## config.mk

```make
export PLATFORM = sky130hd
export DESIGN_NAME = vwql_quant
export DESIGN_NICKNAME = d
export VERILOG_FILES = /design/src/vwql_pkg.sv /design/src/vwql_quant.sv
export SDC_FILE = /design/constraint.sdc
export NUM_CORES = 2
export LEC_CHECK = 0
export BUFFER_PORTS_ARGS = -buffer_cell sky130_fd_sc_hd__buf_2
export CAP_MARGIN = 20
export CORE_ASPECT_RATIO = 1.25
export CORE_MARGIN = 1.5
export CORE_UTILIZATION = 50
export DETAILED_ROUTE_END_ITERATION = 8
export PLACE_DENSITY = 0.66
export SYNTH_ARGS = -nofsm -noshare
export SYNTH_HDL_FRONTEND = slang
export SYNTH_SLANG_ARGS = --single-unit
```

## constraint.sdc

```tcl
create_clock -name clk -period 16.22 [get_ports clk]
set_input_delay 2.433 -clock clk [delete_from_list [all_inputs] [get_ports clk]]
set_output_delay 2.433 -clock clk [all_outputs]
set_load 0.1 [all_outputs]
```

## src/vwql_pkg.sv

```systemverilog
// Package for the vertex weld lookup: sizes, shared types and controller states.
// No dependencies; imported by every module of the block.
`default_nettype none
package vwql_pkg;
	localparam int TABLE_DEPTH = 256;
	localparam int IDX_W       = 24;
	localparam int COORD_W     = 32;
	localparam int SLOT_W      = $clog2(TABLE_DEPTH);
	localparam int CNT_W       = $clog2(TABLE_DEPTH + 1);

	localparam logic [COORD_W-1:0] INV_RESET = 32'd65536000;
	localparam logic [IDX_W-1:0]   IDX_MAX   = {IDX_W{1'b1}};

	typedef struct packed {
		logic [COORD_W-1:0] x;
		logic [COORD_W-1:0] y;
		logic [COORD_W-1:0] z;
	} key3_t;

	typedef struct packed {
		logic             found;
		logic [IDX_W-1:0] canon;
	} tok_t;

	typedef struct packed {
		logic clr;
		logic wr;
	} cell_ctl_t;

	typedef enum logic [1:0] {
		ST_IDLE,
		ST_QUANT,
		ST_SCAN,
		ST_DONE
	} state_t;
endpackage
`default_nettype wire

```

## src/vwql_quant.sv

```systemverilog
// Grid quantizer: signed Q16.16 coordinate times unsigned Q16.16 reciprocal,
// rounded half away from zero and saturated to signed 32 bits. Uses vwql_pkg.
`default_nettype none
module vwql_quant import vwql_pkg::*; (
	input  logic               clk,
	input  logic [COORD_W-1:0] pos,
	input  logic [COORD_W-1:0] inv,
	output logic [COORD_W-1:0] key
);
	logic                 neg;
	logic [COORD_W-1:0]   mag;
	logic [2*COORD_W-1:0] prod_s1;
	logic                 neg_s1;
	logic [2*COORD_W-1:0] rnd;
	logic [COORD_W-1:0]   q;
	logic [COORD_W-1:0]   qs;

	assign neg = pos[COORD_W-1];
	assign mag = neg ? (~pos + 1'b1) : pos;

	always_ff @(posedge clk) begin
		prod_s1 <= {{COORD_W{1'b0}}, mag} * {{COORD_W{1'b0}}, inv};
		neg_s1  <= neg;
	end

	assign rnd = prod_s1 + {{COORD_W{1'b0}}, 1'b1, {(COORD_W-1){1'b0}}};
	assign q   = rnd[2*COORD_W-1:COORD_W];

	always_comb begin
		if (!neg_s1) begin
			qs  = '0;
			key = q[COORD_W-1] ? {1'b0, {(COORD_W-1){1'b1}}} : q;
		end else begin
			qs  = (q > {1'b1, {(COORD_W-1){1'b0}}}) ? {1'b1, {(COORD_W-1){1'b0}}} : q;
			key = ~qs + 1'b1;
		end
	end
endmodule
`default_nettype wire

```

==> flow_metrics.tcl <==
set metrics [dict create \
    synthArstFlopShare_pct 0 \
    post_cts_resize_count 0 \
    rsz0062_at_grt "false" \
    num_rows 109 \
    post-dp-hpwl_mm 77.9 \
    synth_top_family_by_area "adder cells" \
    synth_edf_count 0 \
    max_freq_ghz 0.0760 \
    ant_nets 0 \
    fill_cells 6774 \
    met3RoutedLength_mm 6.75 \
    fp.dieArea_um2 72900 \
    synth_cell_types 70 \
    final.period_utilization_pct 81.2 \
    yosys_warnings 0 \
    hold_viol_final 0 \
    seq_area_frac_synth_pct 1.91 \
    cts_setup_buffers 0 \
    yosys-mux-area-fraction_pct 0.183 \
    critPathMaxStageDelay_ns 0.58 \
    worst-setup-path-type "in2reg" \
    vias 27100 \
    cts_tree "yes" \
    multiInputGateArea_um2 31100 \
    synth_area_leaders "fa_1, and2_1, ha_1" \
    area_delta_synth_final_pct 4.09 \
    wire_per_inst_um 21.1 \
    cts_sinks 34 \
    antenna_found_initial 8 \
    arrival_ns 13.33 \
    die_w_um 242 \
    start_kind "input pin" \
    relSlewSlack_pct 21.5 \
    start_util_pct 50.4 \
    setup_viol 0 \
    ios 97 \
    drt-pass1-iter-count 7 \
    gp_congestion 0.915 \
    layout_commonest_cell "fa_1" \
    crit_fanout 32 \
    wl_met2_mm 53.5 \
    cp_num_buf_inv 4 \
    worst_slack_ns 3.06 \
    numCtsBuffers 5 \
    crit_path_end_kind "flop" \
    final_cell_mix "fa_1, inv_1, and2_1, nand2_1, ha_1" \
    crit_family "adder cells" \
    vias_per_cell 5.58 \
    cts-root-buf "clkbuf_16" \
    synthFlopType "dfxtp_1" \
    period_needed_ns 13.16 \
    grt_pass1_vias 29700 \
    clk_pin_slew_ns 0.05 \
    synth_area_leader_cell "fa_1" \
    critPathSlowestCell "or4_1" \
    grt_pass1_wl_mm 164 \
    pre_cts_slack_ns 2.93 \
    netlist_area_um2 35600 \
    seq_area_um2 681 \
    drc 0 \
    grt_max_degree 35 \
    synth-compound-area-share_pct 5.26 \
    grt_use_total_pct 29.2 \
    outcome "completed" \
    postLayoutCoreUtil_pct 52.5 \
    io_buffers 96 \
    drt-initial-drc-count 1714 \
    synth_nets 5225 \
    hp-class "in2reg" \
    htreeDepth 2 \
    wl_met1_mm 37.2 \
    synth_simple_gate_area_share_pct 19.1 \
    setup-tns-final_ns 0 \
    cts-hold-fix-buffers 0 \
    layout.nets 5141 \
    synth_xor_area_share_pct 2.56 \
    routed_wl_mm 103 \
    worstPathRequired_ns 16.39 \
    syn_inst 4002 \
    synth-adder-area-share_pct 59.5 \
    drive_above_1_share_pct 4.87 \
    yosys.area.top_type_share_pct 50.3 \
    tightest_slew_ns 1.16 \
    cts_buffer_depth 2 \
    die_height_um 301 \
    syn_avg_cell_area_um2 8.90 \
    cp_common_cell "fa_1" \
    grt.overflow.total 0 \
    core_area_um2 70600 \
    ys_seq_elements 34 \
    cap_violations 0 \
    slew_viol_final 0 \
    top_layer_used "met5" \
]
[synthesized netlist by cell type, types with 4 or more instances]
master,n
a2111oi_0,4
a211o_1,4
a211oi_1,5
a21o_1,28
a21oi_1,74
a22oi_1,11
a31oi_1,19
a41oi_1,4
and2_1,566
and3_1,19
and4_1,5
buf_2,15
clkbuf_1,211
dfxtp_1,34
fa_1,895
ha_1,263
inv_1,858
mux2i_1,5
nand2_1,553
nand2b_1,6
nand3_1,31
nand4_1,21
nor2_1,62
nor2b_1,5
nor3_1,21
nor4_1,9
o21a_1,11
o21ai_0,56
o21bai_1,8
o31a_1,4
o31ai_1,11
or3_1,7
or4_1,7
xnor2_1,75
xor2_1,29
[registers in the layout, summed over array words and instances (netlist names)]
signal and flops:
prod_s1 33, neg_s1 1
[final timing paths]
kind | endpoint | cells after the start | slack, ns | from
max | prod_s1[62] | 32 | 3.06 | pos[2]
min | neg_s1 | 1 | 2.73 | pos[31]
[metal layers]
metal	track usage, %	vias to the layer above
li1	-	11700
met1	34.8	14100
met2	53.9	1024
met3	3.45	325
met4	11.4	2
met5	0	-
[logic make-up after synthesis]
| kind of cell | after synthesis |
|---|---|
| DFF | 34 |
| xor gates and xnor gates | 104 |
| and+or+nand+nor | 1330 |
| muxes | 6 |
| buffers and inverters | 1086 |
| AOI/OAI and AO/OA | 284 |
| adders and majority gates | 1158 |
[layout make-up]
cell class                      instances  area share, %
Timing Repair Buffer                  136           2.12
Clock buffer                            7          0.358
Sequential cell                        34           1.83
Tap cell                              943           3.18
Antenna cell                            1        0.00675
Multi-Input combinational cell       2882           83.8
Inverter                              859           8.69
[stage by stage]
step,area (um^2),hold slack [ns],instances
finish,37100,2.73,4862
global route,37100,2.74,4861
CTS,37100,2.73,4859
detailed placement,36900,3.02,4852
global placement,36900,3.01,4852
floorplan,35600,2.46,4002
Power is not shown: default switching activity piles up to over one toggle a cycle in this logic, so the estimate is an artifact.
