### config.mk
export PLATFORM = sky130hd
export DESIGN_NAME = vwql_cell
export DESIGN_NICKNAME = d
export VERILOG_FILES = /design/src/vwql_pkg.sv /design/src/vwql_cell.sv
export SDC_FILE = /design/constraint.sdc
export NUM_CORES = 1
export LEC_CHECK = 0
export ABC_AREA = 0
export BUFFER_PORTS_ARGS = -buffer_cell sky130_fd_sc_hd__buf_2
export CAP_MARGIN = 30
export CORE_ASPECT_RATIO = 2
export CORE_MARGIN = 2
export CORE_UTILIZATION = 31
export CTS_BUF_LIST = sky130_fd_sc_hd__clkbuf_16
export CTS_CLUSTER_SIZE = 8
export DETAILED_ROUTE_END_ITERATION = 7
export HOLD_SLACK_MARGIN = 0.12
export PLACE_DENSITY = 0.57
export SETUP_SLACK_MARGIN = 0.3
export SKIP_CTS_REPAIR_TIMING = 1
export SLEW_MARGIN = 20
export SYNTH_ARGS = -nofsm -noshare
export SYNTH_HDL_FRONTEND = slang
export SYNTH_SLANG_ARGS = --single-unit
### constraint.sdc
create_clock -name clk -period 4.7 [get_ports clk]
set_input_delay 0.47 -clock clk [delete_from_list [all_inputs] [get_ports clk]]
set_output_delay 0.47 -clock clk [all_outputs]
set_load 0.01 [all_outputs]
### src/vwql_pkg.sv
// Package for the vertex weld lookup: sizes, shared types and controller states.
// No dependencies; imported by every module of the block.
`default_nettype none
package vwql_pkg;
	localparam int TABLE_DEPTH = 256;
	localparam int IDX_W       = 24;
	localparam int COORD_W     = 32;
	localparam int SLOT_W      = $clog2(TABLE_DEPTH);
	localparam int CNT_W       = $clog2(TABLE_DEPTH + 1);

	localparam logic [COORD_W-1:0] INV_RESET = 32'd65536000;
	localparam logic [IDX_W-1:0]   IDX_MAX   = {IDX_W{1'b1}};

	typedef struct packed {
		logic [COORD_W-1:0] x;
		logic [COORD_W-1:0] y;
		logic [COORD_W-1:0] z;
	} key3_t;

	typedef struct packed {
		logic             found;
		logic [IDX_W-1:0] canon;
	} tok_t;

	typedef struct packed {
		logic clr;
		logic wr;
	} cell_ctl_t;

	typedef enum logic [1:0] {
		ST_IDLE,
		ST_QUANT,
		ST_SCAN,
		ST_DONE
	} state_t;
endpackage
`default_nettype wire

### src/vwql_cell.sv
// One table slot of the key chain: holds a key triple and its first index,
// compares against the query and passes the search token on. Uses vwql_pkg.
`default_nettype none
module vwql_cell import vwql_pkg::*; (
	input  logic             clk,
	input  logic             arst_n,
	input  cell_ctl_t        ctl,
	input  key3_t            query,
	input  logic [IDX_W-1:0] wr_index,
	input  tok_t             tok_in,
	output tok_t             tok_out
);
	logic             valid_q;
	key3_t            key_q;
	logic [IDX_W-1:0] idx_q;
	tok_t             tok_q;
	logic             match;

	always_ff @(posedge clk or negedge arst_n) begin
		if (!arst_n) begin
			valid_q <= 1'b0;
		end else if (ctl.clr) begin
			valid_q <= 1'b0;
		end else if (ctl.wr) begin
			valid_q <= 1'b1;
		end
	end

	always_ff @(posedge clk) begin
		if (ctl.wr) begin
			key_q <= query;
			idx_q <= wr_index;
		end
	end

	assign match = valid_q && (key_q == query);

	always_ff @(posedge clk) begin
		if (!tok_in.found && match) begin
			tok_q <= '{found: 1'b1, canon: idx_q};
		end else begin
			tok_q <= tok_in;
		end
	end

	assign tok_out = tok_q;
endmodule
`default_nettype wire

==> results.json, run 1 <==
{
  "setup_viol": 0,
  "status": "finished, final reports clean",
  "setup_slack_ns": 1.859,
  "synth-seq-cells": 146,
  "postSynthAreaPerCell_um2": 16.69,
  "cap_violations": 0,
  "place_congestion": 0.8140,
  "vdd_drop_max_mv": 0.2306,
  "post-route-util": 0.4079,
  "grtUsageTotal": 0.1342,
  "grt_max_degree": 60,
  "pwr-share-comb": 0.080,
  "hold_depth": 2,
  "dr_total_vias": 3455,
  "fp.dieH_um": 196.5,
  "vias_per_cell": 4.505,
  "netlist_area_um2": 5742,
  "dpl_cell_area_um2": 6873,
  "cellInternalPower_w": 0.002354,
  "syn-num-nets": 493,
  "worstPathMaxFanout": 25,
  "rsz0062_at_grt": "false",
  "firstDrtPassIters": 4,
  "wire_per_inst_um": 16.69,
  "hold_end": "valid_q",
  "rows": 70,
  "p_leak_nw": 3.031,
  "synth_cells": 344,
  "grt_overflow_total": 0,
  "startpoint_type": "flop",
  "worstHoldStart": "ctl[1]",
  "fin_setup_tns_ns": 0,
  "routed_wirelength_um": 12800,
  "stdcell_area_um2": 7431,
  "path_class": "flop to flop",
  "ys_warn_count": 0,
  "yosys.cell_types.count": 34,
  "worst_r2r_startpoint": "key_q[9]",
  "arrival_ns": 3.14,
  "power_density_nw_per_um2": 408.8,
  "async_flop_share": 0.006849,
  "fin_nets": 686,
  "power_frac_clock": 0.412,
  "swShare": 0.2250,
  "max_freq_ghz": 0.3520,
  "worstPathRequired_ns": 5.00,
  "cts_buffer_depth": 2,
  "maxSlewHeadroom": 0.4990,
  "drc_errors": 0,
  "yosysSeqAreaShare": 0.7191,
  "layout-drive-gt1-share": 0.4273,
  "ant_nets": 0,
  "grt_pass1_wl_um": 19510,
  "clock_latency_ns": 0.41,
  "cts-root-buf": "clkbuf_16",
  "drtIter0Drc": 126,
  "worst_pin_slew_ns": 0.7326,
  "min_path_type": "input port to flop",
  "end_kind": "flop",
  "ios": 174,
  "cts_tree": "built",
  "p_switching_w": 0.0006834,
  "initial_core_util": 0.3152,
  "reg2reg_to": "tok_out[16]",
  "clock-sinks": 146,
  "die_area_um2": 19690,
  "cts_buffers": 17,
  "core_region_area_um2": 18220,
  "pre_cts_slack_ns": 1.462,
  "total_power_w": 0.003037,
  "rrSetupSlack_ns": 1.86,
  "reg2reg_depth": 6,
  "seq_power_share": 0.507,
  "clkTransAtPathRegs_ns": 0.06,
  "maxSlewViolCount": 0,
  "port_buffers": 173,
  "synth-edff-count": 120,
  "grt_antenna_before_repair": 1,
  "area_delta_synth_final_pct": 29.42,
  "die_x_um": 100.2,
  "period_needed_ns": 2.841,
  "grt_pass1_vias": 3735,
  "dp_hpwl_um": 9802,
  "htree_levels": 4,
  "finalClockSkew_ns": 0.009094,
  "yosys_most_used_dff": "edfxtp_1",
  "period_share": 0.6045,
  "timing_hold_violations_final": 0
}
registers in the layout, indices dropped and copies added (netlist names):
register,flops
idx_q,24
key_q,96
tok_out,25
valid_q,1
Yosys cell counts (2+ instances only):
library cell | count | area share
nor2_1 | 4 | 0.0026
edfxtp_1 | 120 | 0.63
o22ai_1 | 8 | 0.0087
a21oi_1 | 2 | 0.0017
a221oi_1 | 3 | 0.0046
nor4_1 | 6 | 0.0065
o2111a_1 | 2 | 0.0039
nand4_1 | 12 | 0.013
and4_1 | 2 | 0.0031
or4_4 | 2 | 0.0039
mux2_4 | 19 | 0.050
nor2b_1 | 15 | 0.016
buf_6 | 2 | 0.0039
xor2_1 | 26 | 0.040
mux2_2 | 5 | 0.0098
a22oi_1 | 2 | 0.0026
inv_1 | 24 | 0.016
nand2b_1 | 10 | 0.011
xnor2_1 | 37 | 0.056
dfxtp_1 | 25 | 0.087
a2111oi_0 | 5 | 0.0076
per-layer routing:
layer / up-vias / track usage / wire length, um
li1: 1667 / - / -
met2: 115 / 0.2434 / 7127
met1: 1659 / 0.1407 / 4738
met3: 14 / 0.03652 / 611
met5: - / 0 / 0
met4: 0 / 0.06240 / 324
power by group through the flow:
| stage | sequential, W | combinational [W] | clock (W) |
|---|---|---|---|
| finish | 0.00154 | 0.000244 | 0.00125 |
| global placement | 0.00157 | 0.000242 | 0 |
| floorplan | 0.00157 | 0.000103 | 0 |
| CTS | 0.00154 | 0.000249 | 0.00129 |
| detailed placement | 0.00157 | 0.000248 | 0 |
| global route | 0.00155 | 0.000271 | 0.00135 |
critical path, cell delays in order, from the launching register on:
cell	delay, ns
edfxtp_1	0.39
nor2b_1	0.14
a2111oi_0	0.58
nand4_1	0.22
nor4_2	0.35
nand4_4	0.54
mux2_4	0.49
cell families after synthesis:
group / after synthesis / share of synthesized area
compound gates: 26 / 0.03596
xor+xnor: 63 / 0.09610
buf+inv: 28 / 0.02092
flops: 146 / 0.7191
mux: 24 / 0.05949
simple gates: 57 / 0.06842
how the worst max path moves through the flow:
stage,start,to,cells after the start
2_1_floorplan,query[33],tok_out[10],6
3_3_place_gp,query[2],tok_out[17],7
3_5_place_dp,query[2],tok_out[16],7
4_1_cts,key_q[22],tok_out[16],6
5_1_grt,key_q[9],tok_out[0],6
6_report,key_q[9],tok_out[16],6
cell usage in the layout, fill, tap and decap left out, types with 2 or more instances in the layout:
cell type and count:
clkinv_2 4, o22ai_1 8, edfxtp_1 120, buf_4 3, clkbuf_16 17, o2111a_1 2
nor4_1 6, xor2_1 26, mux2_4 19, a221oi_1 3, clkinvlp_4 6, inv_1 25
or4_4 2, a22oi_1 2, buf_2 172, nor2_1 4, clkinv_1 2, mux2_2 5
nor2b_1 15, a2111oi_0 5, dfxtp_1 25, nand2b_1 10, a21oi_1 2, nand4_1 12
xnor2_1 37, and4_1 2
per-stage QoR:
stage | cells | hold WS, ns
global placement | 733 | 0.2481
global route | 767 | 0.1814
detailed placement | 733 | 0.2465
finish | 767 | 0.2017
floorplan | 344 | 0.1744
CTS | 765 | -0.2060
layout make-up:
class	instances	area, um2
Tap cell	216	270.3
Sequential cell	146	4129
Clock buffer	17	425.4
Clock inverter	15	120.1
Antenna cell	1	2.502
Fill cell	1718	10790
Multi-Input combinational cell	170	1493
Inverter	26	97.59
Timing Repair Buffer	176	893.4
(Power assumes the default switching activity.)
==> run 2: changes to the inputs <==
==> constraint.sdc (replaced) <==
create_clock -name clk -period 2.7 [get_ports clk]
set_input_delay 0.27 -clock clk [delete_from_list [all_inputs] [get_ports clk]]
set_output_delay 0.27 -clock clk [all_outputs]
set_load 0.01 [all_outputs]
==> run 2 against run 1 <==
Against the previous run:
- worst setup slack got worse by 1.5 ns
- first-iteration DRC count fell by 11%
- worst hold slack lost 0.012 ns
- sequential power increased by 75%
- sequential cell count stayed put
- register-to-register slack worse by 1.4 ns
- cell count grew 20%
- combinational power grew 150%
- total power rose by 81%
- critical path depth increased by 3
- largest cell class unchanged
==> results.json, run 2 (synthesis results as in run 1) <==
{
  "status": "finished, final reports clean",
  "worstPathRequired_ns": 3.00,
  "finalClockSkew_ns": 0.01685,
  "cts_buffer_depth": 2,
  "htree_levels": 4,
  "core_region_area_um2": 18220,
  "path_class": "input port to flop",
  "top_register": "key_q",
  "startpoint_type": "input port",
  "cellInternalPower_w": 0.004246,
  "arrival_ns": 2.65,
  "drtIter0Drc": 112,
  "grt_overflow_total": 0,
  "layout-drive-gt1-share": 0.3452,
  "cts_tree": "built",
  "firstDrtPassIters": 4,
  "end_kind": "flop",
  "grt_max_degree": 56,
  "wire_per_inst_um": 16.17,
  "grt_pass1_vias": 3793,
  "ant_nets": 0,
  "layout_common_cells": "172 x buf_2, 147 x dlygate4sd3_1, 120 x edfxtp_1, 37 x xnor2_1",
  "cts_buffers": 17,
  "seq_power_share": 0.487,
  "port_buffers": 173,
  "p_leak_nw": 3.704,
  "setup_viol": 0,
  "grtUsageTotal": 0.1355,
  "maxSlewHeadroom": 0.6479,
  "clock_latency_ns": 0.42,
  "min_path_type": "input port to async pin",
  "vdd_drop_max_mv": 0.4318,
  "clock-sinks": 146,
  "rrSetupSlack_ns": 0.42,
  "die_area_um2": 19690,
  "routed_wirelength_um": 14870,
  "place_congestion": 0.7822,
  "period_needed_ns": 2.344,
  "fin_setup_tns_ns": 0,
  "power_density_nw_per_um2": 614.7,
  "swShare": 0.2297,
  "dp_hpwl_um": 9777,
  "fin_nets": 837,
  "p_switching_w": 0.001266,
  "worstPathMaxFanout": 25,
  "grt_pass1_wl_um": 19840,
  "period_share": 0.8683,
  "cts-root-buf": "clkbuf_16",
  "dpl_cell_area_um2": 6935,
  "worst_pin_slew_ns": 0.5282,
  "stdcell_area_um2": 8967,
  "area_delta_synth_final_pct": 56.18,
  "vias_per_cell": 4.438,
  "fillers": 1548,
  "die_x_um": 100.2,
  "reg2reg_depth": 7,
  "multi_input_area_um2": 1505,
  "power_frac_clock": 0.402,
  "timing_hold_violations_final": 0,
  "clkTransAtPathRegs_ns": 0.07,
  "reg2reg_to": "tok_out[16]",
  "dr_total_vias": 4083,
  "rows": 70,
  "maxSlewViolCount": 0,
  "grt_antenna_before_repair": 3,
  "pwr-share-comb": 0.110,
  "max_freq_ghz": 0.4265,
  "worst_r2r_startpoint": "key_q[38]",
  "rsz0062_at_grt": "false",
  "drc_errors": 0,
  "ios": 174,
  "register_area_um2": 4129,
  "largest_reg_flops": 96,
  "fp.dieH_um": 196.5,
  "cap_violations": 0,
  "final_common_cell": "buf_2",
  "initial_core_util": 0.3152
}
## run 2: changes by cell type in the layout (fill, tap and decap cells not counted), moves of 2 or more
cell / before / now
buf_12: 0 / 2
buf_4: 3 / 6
clkinvlp_4: 6 / 1
diode_2: 1 / 3
dlygate4sd3_1: 1 / 147
inv_4: 0 / 3
## run 2: per-layer routing
| layer | wire length, um | vias to the layer above | global-route usage |
|---|---|---|---|
| met1 | 5598 | 1950 | 0.1438 |
| met3 | 565 | 26 | 0.03156 |
| met5 | 0 | - | 0 |
| met2 | 8237 | 130 | 0.2389 |
| li1 | - | 1977 | - |
| met4 | 472 | 0 | 0.08118 |
## run 2: worst max-delay path by stage
stage                   start           to  slack, ns
floorplan           key_q[39]  tok_out[10]       0.58
global placement     query[2]  tok_out[17]       0.15
detailed placement   query[2]  tok_out[16]       0.09
CTS                  key_q[9]  tok_out[16]       0.15
global route        query[81]  tok_out[13]       0.30
finish              query[49]  tok_out[16]       0.36
## run 2: worst max-delay path, cell delays in order
cell	delay, ns
dlygate4sd3_1	0.53
buf_2	0.14
xor2_1	0.15
a221oi_1	0.41
nand4_1	0.25
nor4_4	0.23
nand4_4	0.13
buf_12	0.20
mux2_4	0.31
## run 2: power by group through the flow
stage               combinational, W  clock [W]  sequential [W]
floorplan                   0.000180          0         0.00273
global placement            0.000423          0         0.00272
detailed placement          0.000435          0         0.00273
CTS                         0.000438    0.00230         0.00269
global route                0.000660    0.00239         0.00270
finish                      0.000608    0.00222         0.00269
## run 2: per-stage QoR
stage,worst slack [ns],total power (W),hold slack (ns),utilization,std cells
after floorplan,0.5801,0.002909,-0.02559,-,344
after global placement,0.1543,0.003148,0.04805,0.3807,738
after detailed placement,0.09113,0.003169,0.04567,0.3807,738
after CTS,0.1543,0.005427,-0.4152,0.4104,770
after global routing,0.3006,0.005751,0.1763,0.4922,920
final,0.3556,0.005512,0.1896,0.4922,920
## run 2: layout make-up
type,count,area share
inverters,26,0.01088
repair buffers,327,0.2696
multi-input cells,170,0.1679
well taps,216,0.03014
clock buffers,17,0.04744
clock inverters,15,0.01284
flip-flops and latches,146,0.4604
diodes,3,0.0008372
